===== config.mk =====
export PLATFORM = sky130hd
export DESIGN_NAME = bssa_coord_mem
export DESIGN_NICKNAME = d
export VERILOG_FILES = /design/src/design/backbone_secondary_structure_assign_core_defines.svh /design/src/design/bssa_pkg.sv /design/src/design/bssa_coord_mem.sv
export SDC_FILE = /design/constraint.sdc
export NUM_CORES = 2
export LEC_CHECK = 0
export BUFFER_PORTS_ARGS = -buffer_cell sky130_fd_sc_hd__buf_2
export CAP_MARGIN = 20
export CORE_MARGIN = 2
export CORE_UTILIZATION = 31
export CTS_CLUSTER_DIAMETER = 120
export DETAILED_ROUTE_END_ITERATION = 16
export RECOVER_POWER = 100
export SYNTH_ARGS = -nofsm -noshare
export SYNTH_HDL_FRONTEND = slang
export SYNTH_MEMORY_MAX_BITS = 65536
export SYNTH_SLANG_ARGS = --single-unit

===== constraint.sdc =====
create_clock -name clk -period 14.6 [get_ports clk]
set_input_delay 0.73 -clock clk [delete_from_list [all_inputs] [get_ports clk]]
set_output_delay 0.73 -clock clk [all_outputs]
set_load 0.05 [all_outputs]

===== src/design/backbone_secondary_structure_assign_core_defines.svh =====
// Assertion macros for the secondary structure assignment core
`ifndef BACKBONE_SECONDARY_STRUCTURE_ASSIGN_CORE_DEFINES_SVH
`define BACKBONE_SECONDARY_STRUCTURE_ASSIGN_CORE_DEFINES_SVH
`ifndef ASSERT_OFF
`define BSSA_ASSERT(lbl, prop, msg) \
  lbl: assert property (@(posedge clk) disable iff (!rst_n) prop) else $error(msg);
`define BSSA_ASSERT_NEVER(lbl, cond, msg) \
  lbl: assert property (@(posedge clk) disable iff (!rst_n) !(cond)) else $error(msg);
`else
`define BSSA_ASSERT(lbl, prop, msg)
`define BSSA_ASSERT_NEVER(lbl, cond, msg)
`endif
`endif


===== src/design/bssa_pkg.sv =====
// Shared types, band limits and codes for the secondary structure core
`timescale 1ns / 1ps
package bssa_pkg;

  typedef struct packed {
    logic signed [24:0] x;
    logic signed [24:0] y;
    logic signed [24:0] z;
  } coord_t;

  typedef struct packed {
    logic       clr;
    logic       en;
    logic [1:0] sep;
  } dist_ctl_t;

  typedef enum logic [4:0] {
    ST_LOAD, ST_SHORT,
    ST_D_RDI, ST_D_LDI, ST_D_NEXTK, ST_D_RDJ, ST_D_SQX, ST_D_SQY, ST_D_SQZ,
    ST_D_CMP, ST_D_FIN,
    ST_R_RD0, ST_R_INIT, ST_R_RD, ST_R_EV, ST_R_END,
    ST_F_LD, ST_F_DEC, ST_F_EXA, ST_F_EXA2, ST_F_EXB, ST_F_EXB2, ST_F_CLR, ST_F_NEXT,
    ST_T_RD2, ST_T_RDN, ST_T_CAP,
    ST_O_RD, ST_O_LD, ST_O_WAIT
  } state_t;

  localparam logic [1:0] SSE_COIL   = 2'd0;
  localparam logic [1:0] SSE_HELIX  = 2'd1;
  localparam logic [1:0] SSE_STRAND = 2'd2;

  localparam logic [1:0] STAT_OK    = 2'd0;
  localparam logic [1:0] STAT_SHORT = 2'd1;
  localparam logic [1:0] STAT_DROP  = 2'd2;

  localparam int MIN_RES = 5;
  localparam int ACC_W   = 30;

  // squared band limits in square thousandths, separations 2, 3, 4
  localparam logic [ACC_W-1:0] HELIX_LO2 [3] = '{
    ACC_W'(3350 * 3350), ACC_W'(3080 * 3080), ACC_W'(4270 * 4270)};
  localparam logic [ACC_W-1:0] HELIX_HI2 [3] = '{
    ACC_W'(7550 * 7550), ACC_W'(7280 * 7280), ACC_W'(8470 * 8470)};
  localparam logic [ACC_W-1:0] STRAND_LO2 [3] = '{
    ACC_W'(4680 * 4680), ACC_W'(8980 * 8980), ACC_W'(11580 * 11580)};
  localparam logic [ACC_W-1:0] STRAND_HI2 [3] = '{
    ACC_W'(7520 * 7520), ACC_W'(11820 * 11820), ACC_W'(14420 * 14420)};

  // all six window distances inside one band kind
  function automatic logic window_ok(input logic [5:0] f0, input logic [5:0] f1,
                                     input logic [5:0] f2, input logic strand);
    logic [2:0] a;
    logic [2:0] b;
    logic [2:0] c;
    a = strand ? f0[5:3] : f0[2:0];
    b = strand ? f1[5:3] : f1[2:0];
    c = strand ? f2[5:3] : f2[2:0];
    return a[2] & a[1] & b[1] & a[0] & b[0] & c[0];
  endfunction

endpackage


===== src/design/bssa_coord_mem.sv =====
// Coordinate store: one write port, one registered read port
`timescale 1ns / 1ps
module bssa_coord_mem #(
  parameter int DEPTH = 64,
  parameter int AW    = 6
) (
  input  logic             clk,
  input  logic             we,
  input  logic [AW-1:0]    waddr,
  input  bssa_pkg::coord_t wdata,
  input  logic [AW-1:0]    raddr,
  output bssa_pkg::coord_t rdata
);

  bssa_pkg::coord_t mem [DEPTH];

  always_ff @(posedge clk) begin
    if (we) begin
      mem[waddr] <= wdata;
    end
    rdata <= mem[raddr];
  end

endmodule


== After elaboration in Yosys (flattened, before gate mapping) ==
Memories as Yosys holds them, arrays and structs flattened. A register that Yosys moved wholly into a read port is not among the register bits.
Cells that the tools add are included.
W data, S select, Z words.
Word-level totals
  bits in writable memories: 4800
  register bits: 0
  memories kept: 1
  bits of input ports: 89
Operators by class
  muxes and demuxes: 2
Memory list
  mem: depth 64, bits a word 75, read ports 1, clocked after Yosys merged registers in 1, wr ports 1, RTL line bssa_coord_mem.sv:15  | bssa_pkg::coord_t mem [DEPTH];
Operators by type and width (count)
  $mux W1: 2

== Longest topological paths before layout ==
  word-level depth: 2
  gate-level depth with buffers: 9
  depth with buffers taken out: 4

== Worst setup path after synthesis ==
No wires, ideal clock.
  kind: input to register
  start: in waddr[3]
  end: mem mem[48][0] (netlist bit) (enable)
  arrival: 6.340 ns
  buffers on the path: 1
  library setup time: 0.600 ns
  slack: 7.661 ns
  required time: 14.000 ns
  stages on the path: 4
  cells stage by stage: clkbuf_1 nor2b_1 nand4b_1 nor3_1
RTL lines
  from (decl): RTL line bssa_coord_mem.sv:9  | input logic [AW-1:0] waddr,
  to (decl): RTL line bssa_coord_mem.sv:15
No word-level cell before the write port.

== Worst setup path after layout ==
  start: in we
  end: mem mem[2][59] (netlist bit) (enable)
Between the ends
  longest elaborated chain between the ends: 2
Ends and longest elaborated chain
  from (decl): RTL line bssa_coord_mem.sv:8  | input logic we,
  $mux W1: RTL line bssa_coord_mem.sv:18  | if (we) begin
  $mux W1 (not written as such): RTL line bssa_coord_mem.sv:19  | mem[waddr] <= wdata;
No other way between the ends.

==> summary.md <==
| Metric | Value |
|---|---|
| Status | finished with violations |
| Failing checks | max-capacitance violations, max-slew violations |
| Power density over the cells | 142.6 nW/µm² |
| Initial Util | 0.3115 |
| Skew-Pair Late Insertion Delay | 1.10 ns |
| Worst slew pin tran | 10.34 ns |
| Async SR Flop Fraction | 0 |
| Mapped Nets | 7694 |
| CP Capture Type | register |
| Clock Tree Root | clkbuf_16 |
| Worst vdd ir | 135.3 µV |
| Post-synthesis compound-gate area fraction | 0.02714 |
| Min cycle time layout | 9.815 ns |
| Initial DRT Pass Iterations | 6 |
| Critical path peak fanout | 60 |
| Die ar. | 595000 µm² |
| Peak Freq | 0.1019 GHz |
| EDFF count, synth | 4800 |
| Critical path data required time | 14.99 ns |
| Max-slew headroom | -5.894 |
| Leading area contributor after synthesis | edfxtp_1 |
| CTS Sinks | 4875 |
| Post-Synth Adder-Cell Area | 0 |
| Crit path cell chain | clkbuf_1 > nor2b_1 > nand2_1 > nor2_1 > clkbuf_1 |
| Max Slew Vio Count | 10140 |
| Most common cell in the netlist | edfxtp_1 |
| Vias per cell | 5.538 |
| RSZ-0062 raised after global routing | no |
| Hold Fails Final Rpt | 0 |
| Register area share after synthesis | 0.7978 |
| YS warnings | 0 |
| CP max stage delay | 5.99 ns |
| Number of buffers created by CTS | 518 |
| Top FF cell, synth | edfxtp_1 |
| Leak pwr | 0.06311 µW |
| Synth Cell Area | 182600 µm² |
| Final #Nets | 8210 |
| Via count | 90570 |
| Routed wl met3 | 64210 µm |
| Reg power frac | 0.523 |
| Share of layout cells above drive strength 1 | 0.2392 |
| Max Used Layer | met5 |
| CTS H-Tree Depth | 6 |
| Met2 WL post-DR | 263800 µm |
| Avg WL per Cell | 34.15 µm |
| Met1 Wirelength | 210000 µm |
| P_int | 23250 µW |
| Slowest CP cell | clkbuf_1 |
| Drt total wl | 558500 µm |
| Gr usage total | 0.1826 |
| Max Buffers Root-to-Sink | 4 |
| Port bufs | 163 |
| Height of the die | 771.4 µm |
| Setup_tns | 0 ns |
| Syn-to-layout area delta | 14.60% |
| Critical Path Most Common Cell | clkbuf_1 |
| Share of the synthesized area in the top cell type | 0.7896 |
| # rows | 281 |
| Synth Area in Simple Gates | 0.008588 |
| DRC | 0 |
| DRT antenna net count | 0 |
| Unique cell type count in the Yosys netlist | 28 |
| Crit path kind | in2reg |
| Setup Fix Bufs, Post-CTS | 0 |
| Gpl congestion | 0.7602 |
| Switching Share | 0.2210 |
| Combinational family with the most area after synthesis | multiplexers |
| Critical Path Start Type | primary input |
| First-pass GRT wire length | 754700 µm |
| Switching pwr | 6594 µW |
| Part of the power in the clock network | 0.430 |
| Core region area | 586100 µm² |
| Area contributors post-synth | edfxtp_1 79%, mux4_2 15%, a22oi_1 1.2% |
| Mapped Cells | 7605 |
| Combinational power share | 0.047 |
| Mean post-synth cell area | 24.00 µm² |
| Total power | 29840 µW |
| Ratio of final minimum period to clock period | 0.6722 |
| Largest net degree at the start of global routing | 127 |
| Congestion Overflow GR | 0 |
| Maxcap violations | 267 |
| Post_cts resized | 0 |
| Top cells by count, synth | 4800 x edfxtp_1, 1200 x mux4_2, 300 x a22oi_1 |
| Drt initial violations | 13430 |
| Worst Hold Class | in2reg |
| Number of synthesized register bits | 4875 |
| I/O pin cnt | 164 |
| Die width | 771.4 µm |
| Fillers | 52830 |
| Clock-pin transition on the worst setup and hold timing paths | 0.06 ns |
| Mux share of post-synthesis cell area | 0.1547 |
| CTS tree | yes |
| Final setup viols | 0 |
| Antenna violations before repair | 72 |
| Crit path arrival time | 10.21 ns |
| Vias in the first global route | 89620 |
| XOR/XNOR Fraction of Synth Area | 0 |
| Cts hold-fix bufs | 0 |
| Worst Skew | 0.08384 ns |
| HPWL after DPL | 288800 µm |
## logic make-up after synthesis
kind of cell	Yosys count
flops	4875
mux	1322
compound gates	651
buf+inv	436
simple gates	321
## registers in the layout, indices dropped and copies added, names as in the netlist
| register | cells |
|---|---|
| mem | 4800 |
| rdata | 75 |
## layout by cell type (no fill, tap or decap), drive strengths merged, types with 3 or more instances in the layout
master and instances:
edfxtp 4800, mux4 1200, clkbuf 1017, a22oi 300
clkinv 186, o22ai 149, nand3 134, mux2i 122
nor2 118, buf 91, o211a 75, dfxtp 75
a211oi 74, o221ai 52, inv 34, diode 30
nand3b 26, bufinv 25, dlygate4sd3 10, clkinvlp 9
nor2b 9, nand2b 9, nand2 8, or3b 4
or3 3, and2 3
## power by group through the flow
stage	clock [µW]	sequential [µW]	combinational (µW)
after floorplan	0	15900	713
after global placement	0	15900	1390
after detailed placement	0	15900	1420
after CTS	13000	15600	1420
after global routing	13500	15600	1480
final	12800	15600	1400
## critical path, delay by kind of cell
family	cells	cell delay (ns)
buffers and inverters	2	6.23
and+or+nand+nor	3	3.05
## layer usage
| layer | up-vias | track usage |
|---|---|---|
| met5 | - | 0 |
| met4 | 24 | 0.05880 |
| met3 | 1079 | 0.04158 |
| met2 | 5670 | 0.2941 |
| met1 | 49620 | 0.2462 |
| li1 | 34180 | - |
## stage by stage
stage	area, µm²	worst slack [ns]	hold slack, ns	cells	utilization
final	209200	4.785	0.1050	16350	0.3570
after global routing	209200	4.823	0.1004	16330	0.3569
after global placement	193600	8.566	0.8204	15350	0.3303
after detailed placement	193600	8.540	0.8153	15350	0.3304
after CTS	210200	9.653	0.2815	16290	0.3587
after floorplan	182600	7.661	0.7797	7605	-
## cell type report
type                       count  area [µm²]  share of cell area
clock inverter               254        2644             0.01264
tap                         7782        9737             0.04654
sequential                  4875      145600              0.6962
multi-input combinational   2294       35010              0.1674
antenna                       30       75.07           0.0003588
clock buffer                 686       13930             0.06659
timing repair buffer         432        2168             0.01036
## final timing paths
check / from / to / slack, ns / cells past startpoint
setup reg to reg: mem[6][5] / rdata[5] / 12.65 / 4
hold / removal: wdata[56] / mem[31][56] / 0.10 / 1
hold reg to reg: mem[12][36] / rdata[36] / 0.81 / 4
setup / recovery: we / mem[2][59] / 4.79 / 5
Note: power is estimated with default switching activity, not from simulation.
