`src/design/backbone_secondary_structure_assign_core_defines.svh`:
```
// Assertion macros for the secondary structure assignment core
`ifndef BACKBONE_SECONDARY_STRUCTURE_ASSIGN_CORE_DEFINES_SVH
`define BACKBONE_SECONDARY_STRUCTURE_ASSIGN_CORE_DEFINES_SVH
`ifndef ASSERT_OFF
`define BSSA_ASSERT(lbl, prop, msg) \
  lbl: assert property (@(posedge clk) disable iff (!rst_n) prop) else $error(msg);
`define BSSA_ASSERT_NEVER(lbl, cond, msg) \
  lbl: assert property (@(posedge clk) disable iff (!rst_n) !(cond)) else $error(msg);
`else
`define BSSA_ASSERT(lbl, prop, msg)
`define BSSA_ASSERT_NEVER(lbl, cond, msg)
`endif
`endif

```
`src/design/bssa_pkg.sv`:
```
// Shared types, band limits and codes for the secondary structure core
`timescale 1ns / 1ps
package bssa_pkg;

  typedef struct packed {
    logic signed [24:0] x;
    logic signed [24:0] y;
    logic signed [24:0] z;
  } coord_t;

  typedef struct packed {
    logic       clr;
    logic       en;
    logic [1:0] sep;
  } dist_ctl_t;

  typedef enum logic [4:0] {
    ST_LOAD, ST_SHORT,
    ST_D_RDI, ST_D_LDI, ST_D_NEXTK, ST_D_RDJ, ST_D_SQX, ST_D_SQY, ST_D_SQZ,
    ST_D_CMP, ST_D_FIN,
    ST_R_RD0, ST_R_INIT, ST_R_RD, ST_R_EV, ST_R_END,
    ST_F_LD, ST_F_DEC, ST_F_EXA, ST_F_EXA2, ST_F_EXB, ST_F_EXB2, ST_F_CLR, ST_F_NEXT,
    ST_T_RD2, ST_T_RDN, ST_T_CAP,
    ST_O_RD, ST_O_LD, ST_O_WAIT
  } state_t;

  localparam logic [1:0] SSE_COIL   = 2'd0;
  localparam logic [1:0] SSE_HELIX  = 2'd1;
  localparam logic [1:0] SSE_STRAND = 2'd2;

  localparam logic [1:0] STAT_OK    = 2'd0;
  localparam logic [1:0] STAT_SHORT = 2'd1;
  localparam logic [1:0] STAT_DROP  = 2'd2;

  localparam int MIN_RES = 5;
  localparam int ACC_W   = 30;

  // squared band limits in square thousandths, separations 2, 3, 4
  localparam logic [ACC_W-1:0] HELIX_LO2 [3] = '{
    ACC_W'(3350 * 3350), ACC_W'(3080 * 3080), ACC_W'(4270 * 4270)};
  localparam logic [ACC_W-1:0] HELIX_HI2 [3] = '{
    ACC_W'(7550 * 7550), ACC_W'(7280 * 7280), ACC_W'(8470 * 8470)};
  localparam logic [ACC_W-1:0] STRAND_LO2 [3] = '{
    ACC_W'(4680 * 4680), ACC_W'(8980 * 8980), ACC_W'(11580 * 11580)};
  localparam logic [ACC_W-1:0] STRAND_HI2 [3] = '{
    ACC_W'(7520 * 7520), ACC_W'(11820 * 11820), ACC_W'(14420 * 14420)};

  // all six window distances inside one band kind
  function automatic logic window_ok(input logic [5:0] f0, input logic [5:0] f1,
                                     input logic [5:0] f2, input logic strand);
    logic [2:0] a;
    logic [2:0] b;
    logic [2:0] c;
    a = strand ? f0[5:3] : f0[2:0];
    b = strand ? f1[5:3] : f1[2:0];
    c = strand ? f2[5:3] : f2[2:0];
    return a[2] & a[1] & b[1] & a[0] & b[0] & c[0];
  endfunction

endpackage

```
`src/design/bssa_dist_unit.sv`:
```
// Shared squared-distance accumulator and band compare
`timescale 1ns / 1ps
module bssa_dist_unit (
  input  logic                      clk,
  input  bssa_pkg::dist_ctl_t       ctl,
  input  logic signed [24:0]        a,
  input  logic signed [24:0]        b,
  output logic [1:0]                band
);

  logic [bssa_pkg::ACC_W-1:0] acc_r;
  logic                       far_r;
  logic [25:0]                diff;
  logic [25:0]                mag;
  logic [27:0]                sq;

  assign diff = {a[24], a} - {b[24], b};
  assign mag  = diff[25] ? (~diff + 26'd1) : diff;
  assign sq   = mag[13:0] * mag[13:0];

  // any axis of 16384 or more lies beyond every band
  always_ff @(posedge clk) begin
    if (ctl.clr) begin
      acc_r <= '0;
      far_r <= 1'b0;
    end else if (ctl.en) begin
      if (mag[25:14] != '0) begin
        far_r <= 1'b1;
      end else begin
        acc_r <= acc_r + {2'b00, sq};
      end
    end
  end

  always_comb begin
    band[0] = !far_r && acc_r > bssa_pkg::HELIX_LO2[ctl.sep]
              && acc_r < bssa_pkg::HELIX_HI2[ctl.sep];
    band[1] = !far_r && acc_r > bssa_pkg::STRAND_LO2[ctl.sep]
              && acc_r < bssa_pkg::STRAND_HI2[ctl.sep];
  end

endmodule

```
`config.mk`:
```
export PLATFORM = sky130hd
export DESIGN_NAME = bssa_dist_unit
export DESIGN_NICKNAME = d
export VERILOG_FILES = /design/src/design/backbone_secondary_structure_assign_core_defines.svh /design/src/design/bssa_pkg.sv /design/src/design/bssa_dist_unit.sv
export SDC_FILE = /design/constraint.sdc
export NUM_CORES = 1
export LEC_CHECK = 0
export BUFFER_PORTS_ARGS = -buffer_cell sky130_fd_sc_hd__clkbuf_2
export CORE_ASPECT_RATIO = 1.1
export CORE_UTILIZATION = 24
export DETAILED_ROUTE_END_ITERATION = 8
export GPL_TIMING_DRIVEN = 1
export PLACE_DENSITY = 0.38
export SYNTH_ARGS = -nofsm -noshare
export SYNTH_HDL_FRONTEND = slang
export SYNTH_SLANG_ARGS = --single-unit
```
`constraint.sdc`:
```
create_clock -name clk -period 21.4 [get_ports clk]
set_input_delay 5.35 -clock clk [delete_from_list [all_inputs] [get_ports clk]]
set_output_delay 5.35 -clock clk [all_outputs]
set_load 0.02 [all_outputs]
```
-- Yosys cells after proc, flatten, opt, wreduce, memory -nomap -nowiden
Cells that the tools add are included.
W data, S select, Z words.
- output and inout bits: 2
- input port bits: 55
- register bits: 31
- reduce and logical (&&, ||, !) cells: 8
- $lt $le $gt $ge: 5
- mux-type cells: 13
- multiply operators: 1
- bitwise operators: 3
- $add $sub $neg: 3
- operators with widths (operator ; number):
    $bmux W30 S2 ; 4
    $mux W30 ; 8
    $gt A30 B30 Y1 ; 2
    $lt A30 B30 Y1 ; 2
    $add A30 B28 Y30 ; 1
    $mul A14 B14 Y28 ; 1
    $add A26 B1 Y26 const B ; 1
    $mux W26 ; 1
    $not A26 Y26 ; 1
    $sub A25 B25 Y26 ; 1
    $reduce_bool A12 Y1 ; 1
    $logic_and A1 B1 Y1 ; 4
    $reduce_and A2 Y1 ; 2
    $ge A3 B3 Y1 const B ; 1
    $not A2 Y3 ; 1
    $logic_not A1 Y1 ; 1
    $not A1 Y1 ; 1

-- Logic depth before layout (Yosys ltp)
Gate-level depths: netlist of run 1.
- depth in word-level cells: 7
- depth in mapped cells: 40
- depth with buffers taken out: 39

-- Worst setup path before layout of run 1
No wires, ideal clock.
- kind: input to register
- start point: in b[9]
- end point: reg acc_r[27] in the netlist's numbering
- slack: 7205 ps
- arrival: 14074 ps
- cell stages on the path: 36
- path buffers: 2
- path through: inv_1 ha_1 and3_1 a211o_1 or2_1 o31ai_1 nand2_1 a311o_1 clkbuf_1 clkbuf_1 a31oi_1 xor2_1 clkinv_1 nor2_1 fa_1 inv_1 fa_1 inv_1 fa_1 fa_1 fa_1 inv_1 fa_1 inv_1 ha_1 a21o_1 a21o_1 a21o_1 nor3_1 o41ai_1 a2111o_1 a31o_2 a21o_1 a31oi_1 xor2_1 o22ai_1
- longest elaborated chain between the ends: 7
- elaborated cells on any way between the ends: 9
- classes of those cells: add/sub: 3; mul: 1; mux: 1; bitwise: 2; reduce/logical: 2
- RTL lines (element ; RTL line ; source):
    start: declaration ; bssa_dist_unit.sv:7 ; input logic signed [24:0] b,
    $sub A25 B25 Y26 (*) ; bssa_dist_unit.sv:17 ; assign diff = {a[24], a} - {b[24], b};
    $not A26 Y26 ; bssa_dist_unit.sv:18 ; assign mag = diff[25] ? (~diff + 26'd1) : diff;
    $add A26 B1 Y26 ; bssa_dist_unit.sv:18 ;
    $mux W26 (*) ; bssa_dist_unit.sv:18 ;
    branches (longest 3 deep; another with $add A30 B28 Y30) ; -- ;
    end signal: assignment ; bssa_dist_unit.sv:30 ; acc_r <= acc_r + {2'b00, sq};
    end: declaration ; bssa_dist_unit.sv:11 ; logic [bssa_pkg::ACC_W-1:0] acc_r;
Every way passes the cells marked *.
A chain may end at the register's enable or synchronous reset.

-- Final worst setup path of run 1
- start point: in b[9]
- end point: reg acc_r[28] in the netlist's numbering
The elaborated chain is that of the path after synthesis.

==> metrics list, run 1 <==
* Number of vias per cell: between 4 and 5
- In the post-synthesis netlist, the cell with the most instances is sky130_fd_sc_hd__inv_1.
- TritonCTS built the clock tree.
- Type of destination of the critical path: flip-flop
- The clock period could shrink to about 15 ns.
* Met2 demand-to-capacity share in global routing: between 20% and 30%
* RSZ-0062 raised after global routing: no
- Port Buffer Count: 56
- Clock sink count: 31
* DIE WIDTH: between 200 and 250 microns
- The commonest cells after synthesis are 277 x sky130_fd_sc_hd__inv_1, 191 x sky130_fd_sc_hd__ha_1, 144 x sky130_fd_sc_hd__fa_1.
- Cell repeated most along the worst path: sky130_fd_sc_hd__fa_1
- The detailed router finished its first iteration with 327 violations.
* Insertion delay to the later sink of the worst-skew pair: between 0.2 and 0.3 ns
- Reg clk slew, reported paths: about 0.050 ns
- Number of gates resized after CTS: 0
- For the worst setup path, the data required time is about 22 ns.
- Area share of the leading cell type in the synthesized netlist: between 20% and 30%
- In this run, synthesis inferred 0 flip-flops with an integrated enable.
- Met3 GRT Util: less than 1%
- 57 I/O pins were placed.
- The floorplan has 83 rows.
- Number of buffers inserted by post-CTS setup repair: 0
- Number of pins exceeding their max-slew limit in the final report: 0
- Global router's overall resource usage: 13.9%
- # setup viols final: 0
* Post-layout nets: ~1,800
- The final hold violation count was 0.
- After synthesis the cells add up to approximately 12,000 sq um.
- Summing all flip-flop and latch instances after layout gives 621 sq um.
* Startpoint class of the critical path: primary input
* Final RePlAce weighted congestion: 0.809
* Pin count of the biggest net entering global routing: 34
- After synthesis, the share of flip-flops with an asynchronous set or reset is 0%.
- Via total after detailed routing: approximately 9,500
- Synth Warn #: 0
* Via count of the first global-routing pass: between 10,000 and 15,000
- From synthesis to final layout, the design area changed by 10.4%.
- Wire length reported by the detailed router: 32,000 microns
- Headroom to the max-slew limit came out at about 41%.
- In this run the remaining antenna-violating nets after routing total 0.
* Sequential cell area fraction in the yosys report: about 5.4%
- Longest individual stage delay on the worst path: 0.73 ns
- For the worst setup path, the data arrival time is 15.36 ns.
- The cell sitting at the root of the clock tree is a sky130_fd_sc_hd__clkbuf_16.
* Gate Count Post-Synth: about 1,400
* Average routed wire per standard cell: approximately 15 microns
- For met1 alone, demand over resource in global routing was 18.1%.
* Overall die height: approximately 230 microns
- The first detailed-routing pass took 5 iterations.
- Counting flops and latches in the post-synthesis netlist gives 31.
* Overall overflow remaining after global route: 0
- Across the run, the number of max-cap violations was 0.
- Die Area: around 49,000 sq um
* Slew at the pin with the worst max-slew slack: between 0.8 and 0.9 ns
- Drc violations: 0
- Cts-stage hold buffer count: 0
* Number of buffers added by the clock tree synthesis step: 5
- Sum Neg Setup Slack: 0 ns
* Starting utilization of the core area: ~25%
- H-tree level count: 2
- Worst clock skew: about 0.0036 ns
- Timing would allow up to roughly 66 MHz.
- Biggest fanout along the worst timing path: 17
- CP Class: primary input to flip-flop
- Synthesis produced a netlist with a net count of around 1,800.
- Fraction of final layout cells sized beyond drive strength 1: ~6.6%
* GRT Max-Usage Layer: met2
* Hold WC Path Type: flip-flop to flip-flop
* Status: completed
- Final worst-path cycle share: a little over two thirds
- Cell type with the largest total area after synthesis: sky130_fd_sc_hd__fa_1
- The number of antenna diodes in the final layout is 0.
- The core region is approximately 47,000 sq um.
* Combined area of the multi-input logic cells: 9760 sq um
- Each instance of the synthesized netlist takes up on average roughly 8.3 sq um.
- Yosys attributes the largest share of cell area to sky130_fd_sc_hd__fa_1 25%, sky130_fd_sc_hd__ha_1 21%, sky130_fd_sc_hd__inv_1 9.0%.
- Summed over all nets, the half-perimeter wirelength after detailed placement is 28,000 microns.
- The clock passes through at most 2 buffers.
- The initial antenna violation count is 0.
- The netlist uses 74 different library cells.
- Number of fillers in the final layout: slightly above 5,000
* First-pass GRT wire length: about 54,000 microns
* Most used DFF post-synth: sky130_fd_sc_hd__dfxtp_1
* Slowest cell on crit path: sky130_fd_sc_hd__a211oi_1
[path summary, 6_finish.rpt]
kind | start | endpoint | slack [ns] | cells past startpoint
setup / recovery | b[9] | acc_r[28]$_SDFFE_PP0P_ | 6.25 | 34
hold / removal | far_r$_SDFFE_PP0P_ | far_r$_SDFFE_PP0P_ | 0.47 | 2
setup reg to reg | acc_r[9]$_SDFFE_PP0P_ | acc_r[28]$_SDFFE_PP0P_ | 14.53 | 23
hold reg to reg | far_r$_SDFFE_PP0P_ | far_r$_SDFFE_PP0P_ | 0.47 | 2
[layer usage]
metal | vias to the layer above | share of wire, % | wire length (microns)
met2 | 76 | 51 | 16300
met1 | 4671 | 47 | 15100
met3 | 17 | 1.6 | 513
met4 | 0 | 0.59 | 189
li1 | 4773 | - | -
met5 | - | 0 | 0
[worst max-delay path: cells and delay by family]
family | cells | cell delay, ns
compound gates | 10 | 3.31
xor+xnor | 1 | 0.62
fa+ha+maj | 8 | 3.56
buf+inv | 7 | 0.86
mux | 2 | 0.42
simple gates | 6 | 1.19
[final cells by class]
type,instances,share of cell area [%]
Clock buffer,7,1.04
Tap cell,637,6.25
Clock inverter,1,0.0393
Multi-Input combinational cell,1056,76.6
Timing Repair Buffer,69,2.96
Inverter,281,8.27
Sequential cell,31,4.87
[cells in the final DEF, fill, tap and decap left out, drive strengths merged, types with 6 or more instances in the layout]
master	instances
xnor2	40
o2111ai	6
nor2b	13
nor3	19
or3	10
o21ai	40
a31oi	6
nand2b	19
buf	13
mux2i	28
nor4	12
ha	191
fa	144
and3	11
o21a	17
dfxtp	31
clkbuf	63
a21o	39
o21bai	9
nand4	13
xor2	26
inv	277
a21oi	70
nor2	118
and2	7
nand2	88
nand3	29
a211oi	11
[registers in the layout, summed over array words and instances, names as in the netlist]
signal and cells:
acc_r 30, far_r 1
[cells by family after synthesis]
group / Yosys count / synth area share, %
AOI/OAI and AO/OA: 269 / 16.4
adders and majority gates: 335 / 45.7
muxes: 30 / 2.62
buffers and inverters: 304 / 10.1
DFF: 31 / 5.37
xor gates and xnor gates: 66 / 5.01
and+or+nand+nor: 356 / 14.8
[per-stage QoR]
step / instances / instance area (sq um) / setup slack (ns) / hold slack (ns) / utilization (%)
finish: 2082 / 12700 / 6.25 / 0.471 / 27.1
global route: 2082 / 12700 / 5.47 / 0.496 / 27.1
floorplan: 1391 / 11500 / 7.20 / 0.440 / -
global placement: 2074 / 12600 / 6.21 / 0.469 / 26.8
CTS: 2082 / 12700 / 6.22 / 0.480 / 27.1
detailed placement: 2074 / 12600 / 5.91 / 0.470 / 26.8
Power of run 1 is not shown: default switching activity piles up to over one toggle a cycle in this logic, so the estimate is an artifact.
==> run 2, diff against run 1 <==
--- a/config.mk
+++ b/config.mk
@@ -5,12 +5,13 @@
 export SDC_FILE = /design/constraint.sdc
 export NUM_CORES = 1
 export LEC_CHECK = 0
+export ABC_AREA = 1
 export BUFFER_PORTS_ARGS = -buffer_cell sky130_fd_sc_hd__clkbuf_2
 export CORE_ASPECT_RATIO = 1.1
 export CORE_UTILIZATION = 24
 export DETAILED_ROUTE_END_ITERATION = 8
 export GPL_TIMING_DRIVEN = 1
-export PLACE_DENSITY = 0.38
+export PLACE_DENSITY = 0.39
 export SYNTH_ARGS = -nofsm -noshare
 export SYNTH_HDL_FRONTEND = slang
 export SYNTH_SLANG_ARGS = --single-unit
==> constraint.sdc (replaced) <==
create_clock -name clk -period 13.57 [get_ports clk]
set_input_delay 3.3925 -clock clk [delete_from_list [all_inputs] [get_ports clk]]
set_output_delay 3.3925 -clock clk [all_outputs]
set_load 0.02 [all_outputs]
==> metrics list, run 2 <==
- Cell repeated most along the worst path: sky130_fd_sc_hd__nand2_1
- Slew at the pin with the worst max-slew slack: slightly below 1 ns
- Yosys printed 0 warnings.
* Reg clk slew, reported paths: ~0.05 ns
* Pin count of the biggest net entering global routing: 62
- After synthesis the netlist holds a flip-flop and latch count of 31.
- The detail route stage leaves a number of antenna-violating nets equal to 0.
- Min Clock Period, post-route: about 12 ns
- The synthesized netlist devotes 8.54% of its cell area to compound gates.
* Post-synthesis async set-or-reset flop share: 0%
* Placed inst area: around 13,000 sq um
- The worst register-to-register path begins at acc_r[9]$_SDFFE_PP0P_.
- Counting every sink on the clock net gives 31.
- Startpoint class of the critical path: primary input
* Overall die height: between 200 and 250 microns
- The H-tree generated during clock tree synthesis spans 2 levels.
- In this run, distinct cell masters in the synthesized netlist total 44.
- Data required, critical path: ~14 ns
- Number of vias per cell: 4.45
- Initial antenna violation count: 0
- Via total after detailed routing: between 10,000 and 15,000
* # setup viols final: 0
* Area occupied by registers: 621 sq um
- Of the total synthesized cell area, the portion taken by AND, OR, NAND and NOR gates is between 20% and 30%.
* Largest registers ranked by flip-flop count: acc_r: 30 flops, far_r: 1 flops
- Synth-to-layout area growth: 9.48%
* Reg-to-Reg End: acc_r[20]$_SDFFE_PP0P_
* Starting utilization of the core area: 24.5%
- Hold-critical path endpoint: far_r$_SDFFE_PP0P_
- The register with the most flip-flops in the layout has 30 of them.
- The synthesized netlist devotes under 10% of its cell area to XOR and XNOR gates.
* Combined area of the multi-input logic cells: 10,000 sq um
- The first global-routing pass estimated a little under 60,000 microns of wire.
* Beginning of the worst hold path: far_r$_SDFFE_PP0P_
- Setup repair after global routing left no endpoint under its margin.
- Clock latency on the worst-skew pair, taken at its later pin, is 0.28 ns.
- Ranking of synthesized cells by instance count: 400 x sky130_fd_sc_hd__nand2_1, 397 x sky130_fd_sc_hd__inv_1, 191 x sky130_fd_sc_hd__ha_1
* Synthesized cell area: 12,300 sq um
- For this block, the initial DRC count from the detailed router was 467.
- Largest register by flop count: acc_r
* Area share of the leading cell type in the synthesized netlist: 23.4%
* R2R Setup Slk: between 7 and 8 ns
- Smallest hold slack: approximately 0.47 ns
- During I/O placement, the number of pins put on the boundary was 57.
- FF-to-FF path depth: 21
- After synthesis, the largest family of logic cells by area is adder cells.
* Number of buffers inserted by post-CTS setup repair: 0
- The die is ~220 microns wide.
- CTS tree: done
* Multiplexer share of the synthesized area: 0%
* Area of the core: ~50,000 sq um
* Via count of the first global-routing pass: 11,400
* Overall overflow remaining after global route: 0
- WP buf/inv: 8
- Summed over all failing endpoints, the final setup total negative slack is 0 ns.
- The total count of max-transition violations in the final report is 0.
* Diode insertion count for antenna repair: 0
- Clock tree synthesis selected as its root buffer the cell sky130_fd_sc_hd__clkbuf_16.
- Dominant delay contributor by cell family on the critical path: adder cells
- CP Class: primary input to flip-flop
- At the end of the flow, the number of nets in the layout was between 2,000 and 2,500.
- In this run the tool buffered the top-level ports with between 50 and 60 buffer cells.
* Worst Path Arrival: approximately 12 ns
* Longest individual stage delay on the worst path: 0.55 ns
- Final worst-path cycle share: 87.6%
* Gate Count Post-Synth: ~1,800
- Cell type with the largest total area after synthesis: sky130_fd_sc_hd__fa_1
* Number of gates resized after CTS: 0
- Final RePlAce weighted congestion: just over 0.8
- Wires add up to about 35,000 microns.
- In the global route stage, overall resource usage came out at 13.9%.
* Clock buffer depth: 2
- Of all nets on the critical path, the largest fanout is 34.
* Number of nets in the synthesized netlist: 2,211
- Average routed wire per standard cell: 13.9 microns
- Of the total synthesized cell area, the portion taken by full adders, half adders and majority gates is a little over two fifths.
- In the post-synthesis netlist, the biggest area contributors are sky130_fd_sc_hd__fa_1 23%, sky130_fd_sc_hd__ha_1 19%, sky130_fd_sc_hd__nand2_1 12%.
* Number of stages on the worst hold path: 2
- The floorplan step defined a die boundary enclosing approximately 52,000 sq um.
- In the layout the commonest cells are 400 x sky130_fd_sc_hd__nand2_1, 397 x sky130_fd_sc_hd__inv_1, 191 x sky130_fd_sc_hd__ha_1, 185 x sky130_fd_sc_hd__nor2_1, 144 x sky130_fd_sc_hd__fa_1.
* Worst clock skew: 0.00724 ns
- The run finished with clean final reports.
* Post-Synthesis Mean Instance Area: about 6.8 sq um
* Number of fillers in the final layout: about 5,700
* Number of detailed-routing iterations run before antenna repair: 5
- STA classifies the critical path endpoint as a flip-flop.
- In this run, post-CTS hold repair placed 0 buffers.
* Most used DFF post-synth: sky130_fd_sc_hd__dfxtp_1
* Number of buffers added by the clock tree synthesis step: 5
* Sequential cell area fraction in the yosys report: just over 5%
- The post-route netlist has between 6 and 7% of its cells at a drive strength greater than 1.
- Across the run, the number of max-cap violations was 0.
- In this run the tightest slew margin relative to its limit is 35.8%.
- The tightest min-delay check is of the flip-flop to flip-flop type.
- Final Instance Area: 13,500 sq um
* Peak Freq: 84.1 MHz
* Number of hold violations in the final report: 0
- In the routed design, unresolved DRC markers number 0.
- The most common cell in the synthesized netlist is sky130_fd_sc_hd__nand2_1.
- After legalization and detailed placement, the total HPWL measured between 30,000 and 40,000 microns.
* Slowest cell on crit path: sky130_fd_sc_hd__fa_1
- The library cell used most frequently in the layout, excluding fill and tap cells, is sky130_fd_sc_hd__nand2_1.
- Counting flops with a built-in enable in the synthesized netlist gives 0.
- Row Count: 86
run 2: changes by cell type after synthesis, sizes merged, moves of 34 or more:
cell   previous run  this run
nand3            29       124
inv             277       410
a21oi            70       119
nand2            88       408
a21o             39         5
nor2            118       194
run 2: final cells by class:
class                   instances  share of cell area [%]
multi-input cells            1351                    74.2
inverters                     410                    11.4
well taps                     660                    6.11
flip-flops and latches         31                    4.59
repair buffers                 67                    2.69
clock buffers                   6                    1.03
clock inverters                 1                  0.0370
run 2: kinds of logic after synthesis:
kind of cell | count (synthesis)
simple gates | 778
buf+inv | 439
fa+ha+maj | 335
compound gates | 192
xor+xnor | 46
flops | 31
run 2: routing by layer:
layer  wire length [microns]  track usage, %
met1                   16100            17.7
met4                     282            1.25
met5                       0               0
met3                     848            1.08
met2                   17800            26.0
run 2: worst reg2reg max path, cell delays in order, from the launching register on:
cell	delay [ns]
sky130_fd_sc_hd__dfxtp_1	0.43
sky130_fd_sc_hd__inv_1	0.14
sky130_fd_sc_hd__fa_1	0.52
sky130_fd_sc_hd__fa_1	0.49
sky130_fd_sc_hd__inv_1	0.05
sky130_fd_sc_hd__fa_1	0.50
sky130_fd_sc_hd__inv_1	0.05
sky130_fd_sc_hd__fa_1	0.46
sky130_fd_sc_hd__fa_1	0.55
sky130_fd_sc_hd__inv_1	0.06
sky130_fd_sc_hd__fa_1	0.48
sky130_fd_sc_hd__ha_1	0.38
sky130_fd_sc_hd__nand2_1	0.10
sky130_fd_sc_hd__o21ai_0	0.30
sky130_fd_sc_hd__a21boi_0	0.19
sky130_fd_sc_hd__o21ai_0	0.42
sky130_fd_sc_hd__a21oi_1	0.18
sky130_fd_sc_hd__o21ai_0	0.24
sky130_fd_sc_hd__xnor2_1	0.14
sky130_fd_sc_hd__nand3_1	0.09
sky130_fd_sc_hd__nand2_1	0.09
sky130_fd_sc_hd__nor2_1	0.05
run 2: through the flow:
| stage | utilization [%] | cells | setup WS [ns] |
|---|---|---|---|
| finish | 26.8 | 2526 | 1.68 |
| global route | 26.8 | 2526 | 0.862 |
| floorplan | - | 1821 | 2.88 |
| detailed placement | 26.5 | 2519 | 1.31 |
| global placement | 26.5 | 2519 | 1.44 |
| CTS | 26.8 | 2526 | 1.58 |
run 2: worst max path at each step:
stage          startpoint                      to  slack (ns)  cells past startpoint
2_1_floorplan        a[0]  acc_r[20]$_SDFFE_PP0P_        2.88                     36
3_3_place_gp        b[11]  acc_r[23]$_SDFFE_PP0P_        1.44                     40
3_5_place_dp         b[7]  acc_r[23]$_SDFFE_PP0P_        1.31                     40
4_1_cts              b[7]  acc_r[23]$_SDFFE_PP0P_        1.58                     40
5_1_grt              b[7]  acc_r[23]$_SDFFE_PP0P_        0.86                     40
6_report             b[7]  acc_r[23]$_SDFFE_PP0P_        1.68                     40
Power of run 2 is left out for the same reason.
==> run 3, diff against run 2 <==
--- a/config.mk
+++ b/config.mk
@@ -12,6 +12,7 @@
 export DETAILED_ROUTE_END_ITERATION = 8
 export GPL_TIMING_DRIVEN = 1
 export PLACE_DENSITY = 0.39
+export REMOVE_ABC_BUFFERS = 1
 export SYNTH_ARGS = -nofsm -noshare
 export SYNTH_HDL_FRONTEND = slang
 export SYNTH_SLANG_ARGS = --single-unit
==> metrics list, run 3 (synthesis results as in run 2) <==
- Wire length reported by the detailed router: 34,900 microns
- Post-layout nets: between 2,000 and 2,500
- The min-delay analysis places its worst path in the category flip-flop to flip-flop.
* Final Instance Area: 13,500 sq um
- Via total after detailed routing: 11,100
- Die Area: around 52,000 sq um
* Drc violations: 0
* Worst Path Arrival: 12.57 ns
- The most critical setup path has its startpoint at b[7].
* Average routed wire per standard cell: 13.8 microns
* Headroom to the max-slew limit: 25.5%
* Max-cap violations: 0
- Dominant delay contributor by cell family on the critical path: adder cells
* Number of vias per cell: 4.41
* Beginning of the worst hold path: far_r$_SDFFE_PP0P_
* Final RePlAce weighted congestion: a little over 0.8
- The final hold violation count is 0.
* DIE WIDTH: 218 microns
- The count of nets left with antenna violations once routing finished came out at 0.
* Initial antenna violation count: 0
- Placed inst area: around 13,000 sq um
- Overall overflow remaining after global route: 0
* Largest registers ranked by flip-flop count: acc_r: 30 flops, far_r: 1 flops
* Number of pins exceeding their max-slew limit in the final report: 0
- Worst reg2reg startpoint: acc_r[9]$_SDFFE_PP0P_
- Worst clock skew: approximately 0.0054 ns
- Met3 GRT Util: less than 1%
* Cell repeated most along the worst path: sky130_fd_sc_hd__nand2_1
- Summed over all failing endpoints, the final setup total negative slack is 0 ns.
- Global routing used between 10% and 20% of the available tracks.
- Flip-flop count of the largest register, all copies and words added: 30
* CTS tree: done
* Slew at the pin with the worst max-slew slack: approximately 1.1 ns
- Overall die height: around 240 microns
* Startpoint class of the critical path: primary input
- The library cell used most frequently in the layout, excluding fill and tap cells, is sky130_fd_sc_hd__nand2_1.
* Diode insertion count for antenna repair: 0
- For the worst setup path, the data required time is approximately 14 ns.
* Status: completed
- Insertion delay to the later sink of the worst-skew pair: roughly 0.28 ns
- The worst setup path is captured at a flip-flop.
* Pin count of the biggest net entering global routing: 62
- Port buffering added between 50 and 60 buffers.
* First-pass GRT wire length: slightly below 60,000 microns
* Starting utilization of the core area: between 20% and 30%
* Slowest cell on crit path: sky130_fd_sc_hd__xor2_1
* Clock sink count: 31
- # setup viols final: 0
- The tree is rooted in a sky130_fd_sc_hd__clkbuf_16.
- Via count of the first global-routing pass: 11,700
- Buffers inserted to repair hold after CTS numbered 0.
- Detailed Route Iter0 Violations: between 400 and 500
- Row generation in the floorplan step produced 86 rows.
- RSZ-0062 raised after global routing: no
* Reg clk slew, reported paths: 0.06 ns
* Post-route core utilization: 26.8%
* Number of buffers inserted by post-CTS setup repair: 0
* Fraction of final layout cells sized beyond drive strength 1: 6.11%
- Longest individual stage delay on the worst path: 0.89 ns
- Along the worst path, the maximum fanout reaches 34.
- Compared with the post-synthesis result, the final layout area differs by 9.46%.
* I/O pin count: 57
* Met1 usage in global routing: between 10% and 20%
* GRT Max-Usage Layer: met2
- Area of the core: 50,500 sq um
* Number of gates resized after CTS: 0
- Of the available clock period, the critical path in the final layout requires 91.4%.
- WP buf/inv: 6
- The clock tree synthesis step divided the H-tree into 2 levels.
- Clock buffer depth: 2
- Peak Freq: 80.7 MHz
* Most used cells in the layout excluding fill and tap cells: 400 x sky130_fd_sc_hd__nand2_1, 397 x sky130_fd_sc_hd__inv_1, 191 x sky130_fd_sc_hd__ha_1, 185 x sky130_fd_sc_hd__nor2_1, 144 x sky130_fd_sc_hd__fa_1
- TritonCTS created 5 clock buffers.
- The smallest clock period supported by the final layout is computed as around 12 ns.
- The HPWL after detailed placement is 30,300 microns.
- The register with the most flip-flops in the final layout is acc_r.
* Met2 demand-to-capacity share in global routing: approximately a quarter
- The critical path is of the primary input to flip-flop type.
- Number of detailed-routing iterations run before antenna repair: 5
[run 3: changes by cell type in the layout (fill, tap and decap cells not counted)]
cell,change
sky130_fd_sc_hd__clkbuf_1,+1
sky130_fd_sc_hd__clkbuf_8,-1
sky130_fd_sc_hd__clkinvlp_4,+1
[run 3: cell type report]
cell class	count	area, sq um
Clock buffer	6	129
Clock inverter	2	12.5
Fill cell	5660	37000
Inverter	410	1540
Multi-Input combinational cell	1351	10000
Sequential cell	31	621
Tap cell	660	826
Timing Repair Buffer	67	363
[run 3: through the flow]
stage	hold WS [ns]	std cells	worst slack, ns
final	0.467	2527	1.17
after global routing	0.492	2527	0.333
after CTS	0.466	2527	1.12
after detailed placement	0.456	2519	0.874
after global placement	0.455	2519	0.888
after floorplan	0.434	1792	2.71
[run 3: path summary, 6_finish.rpt]
path | end | slack [ns] | cells after the start
worst max-delay path | acc_r[28]$_SDFFE_PP0P_ | 1.17 | 36
worst min-delay path | far_r$_SDFFE_PP0P_ | 0.47 | 2
worst min register to register | far_r$_SDFFE_PP0P_ | 0.47 | 2
worst max register to register | acc_r[20]$_SDFFE_PP0P_ | 7.36 | 21
[run 3: per-layer routing]
metal  vias to the layer above  share of wire, %
met5                         -                 0
met4                         0              0.90
met1                      5299                47
met3                        12               1.4
met2                        74                51
li1                       5752                 -
[run 3: worst register-to-register path: cells and delay by family, from the launching register on]
kind / cells / cell delay (ns)
fa+ha+maj: 7 / 3.41
xor+xnor: 1 / 0.15
compound gates: 5 / 1.48
buf+inv: 4 / 0.30
simple gates: 4 / 0.34
flops: 1 / 0.43
Power of run 3 is left out for the same reason.
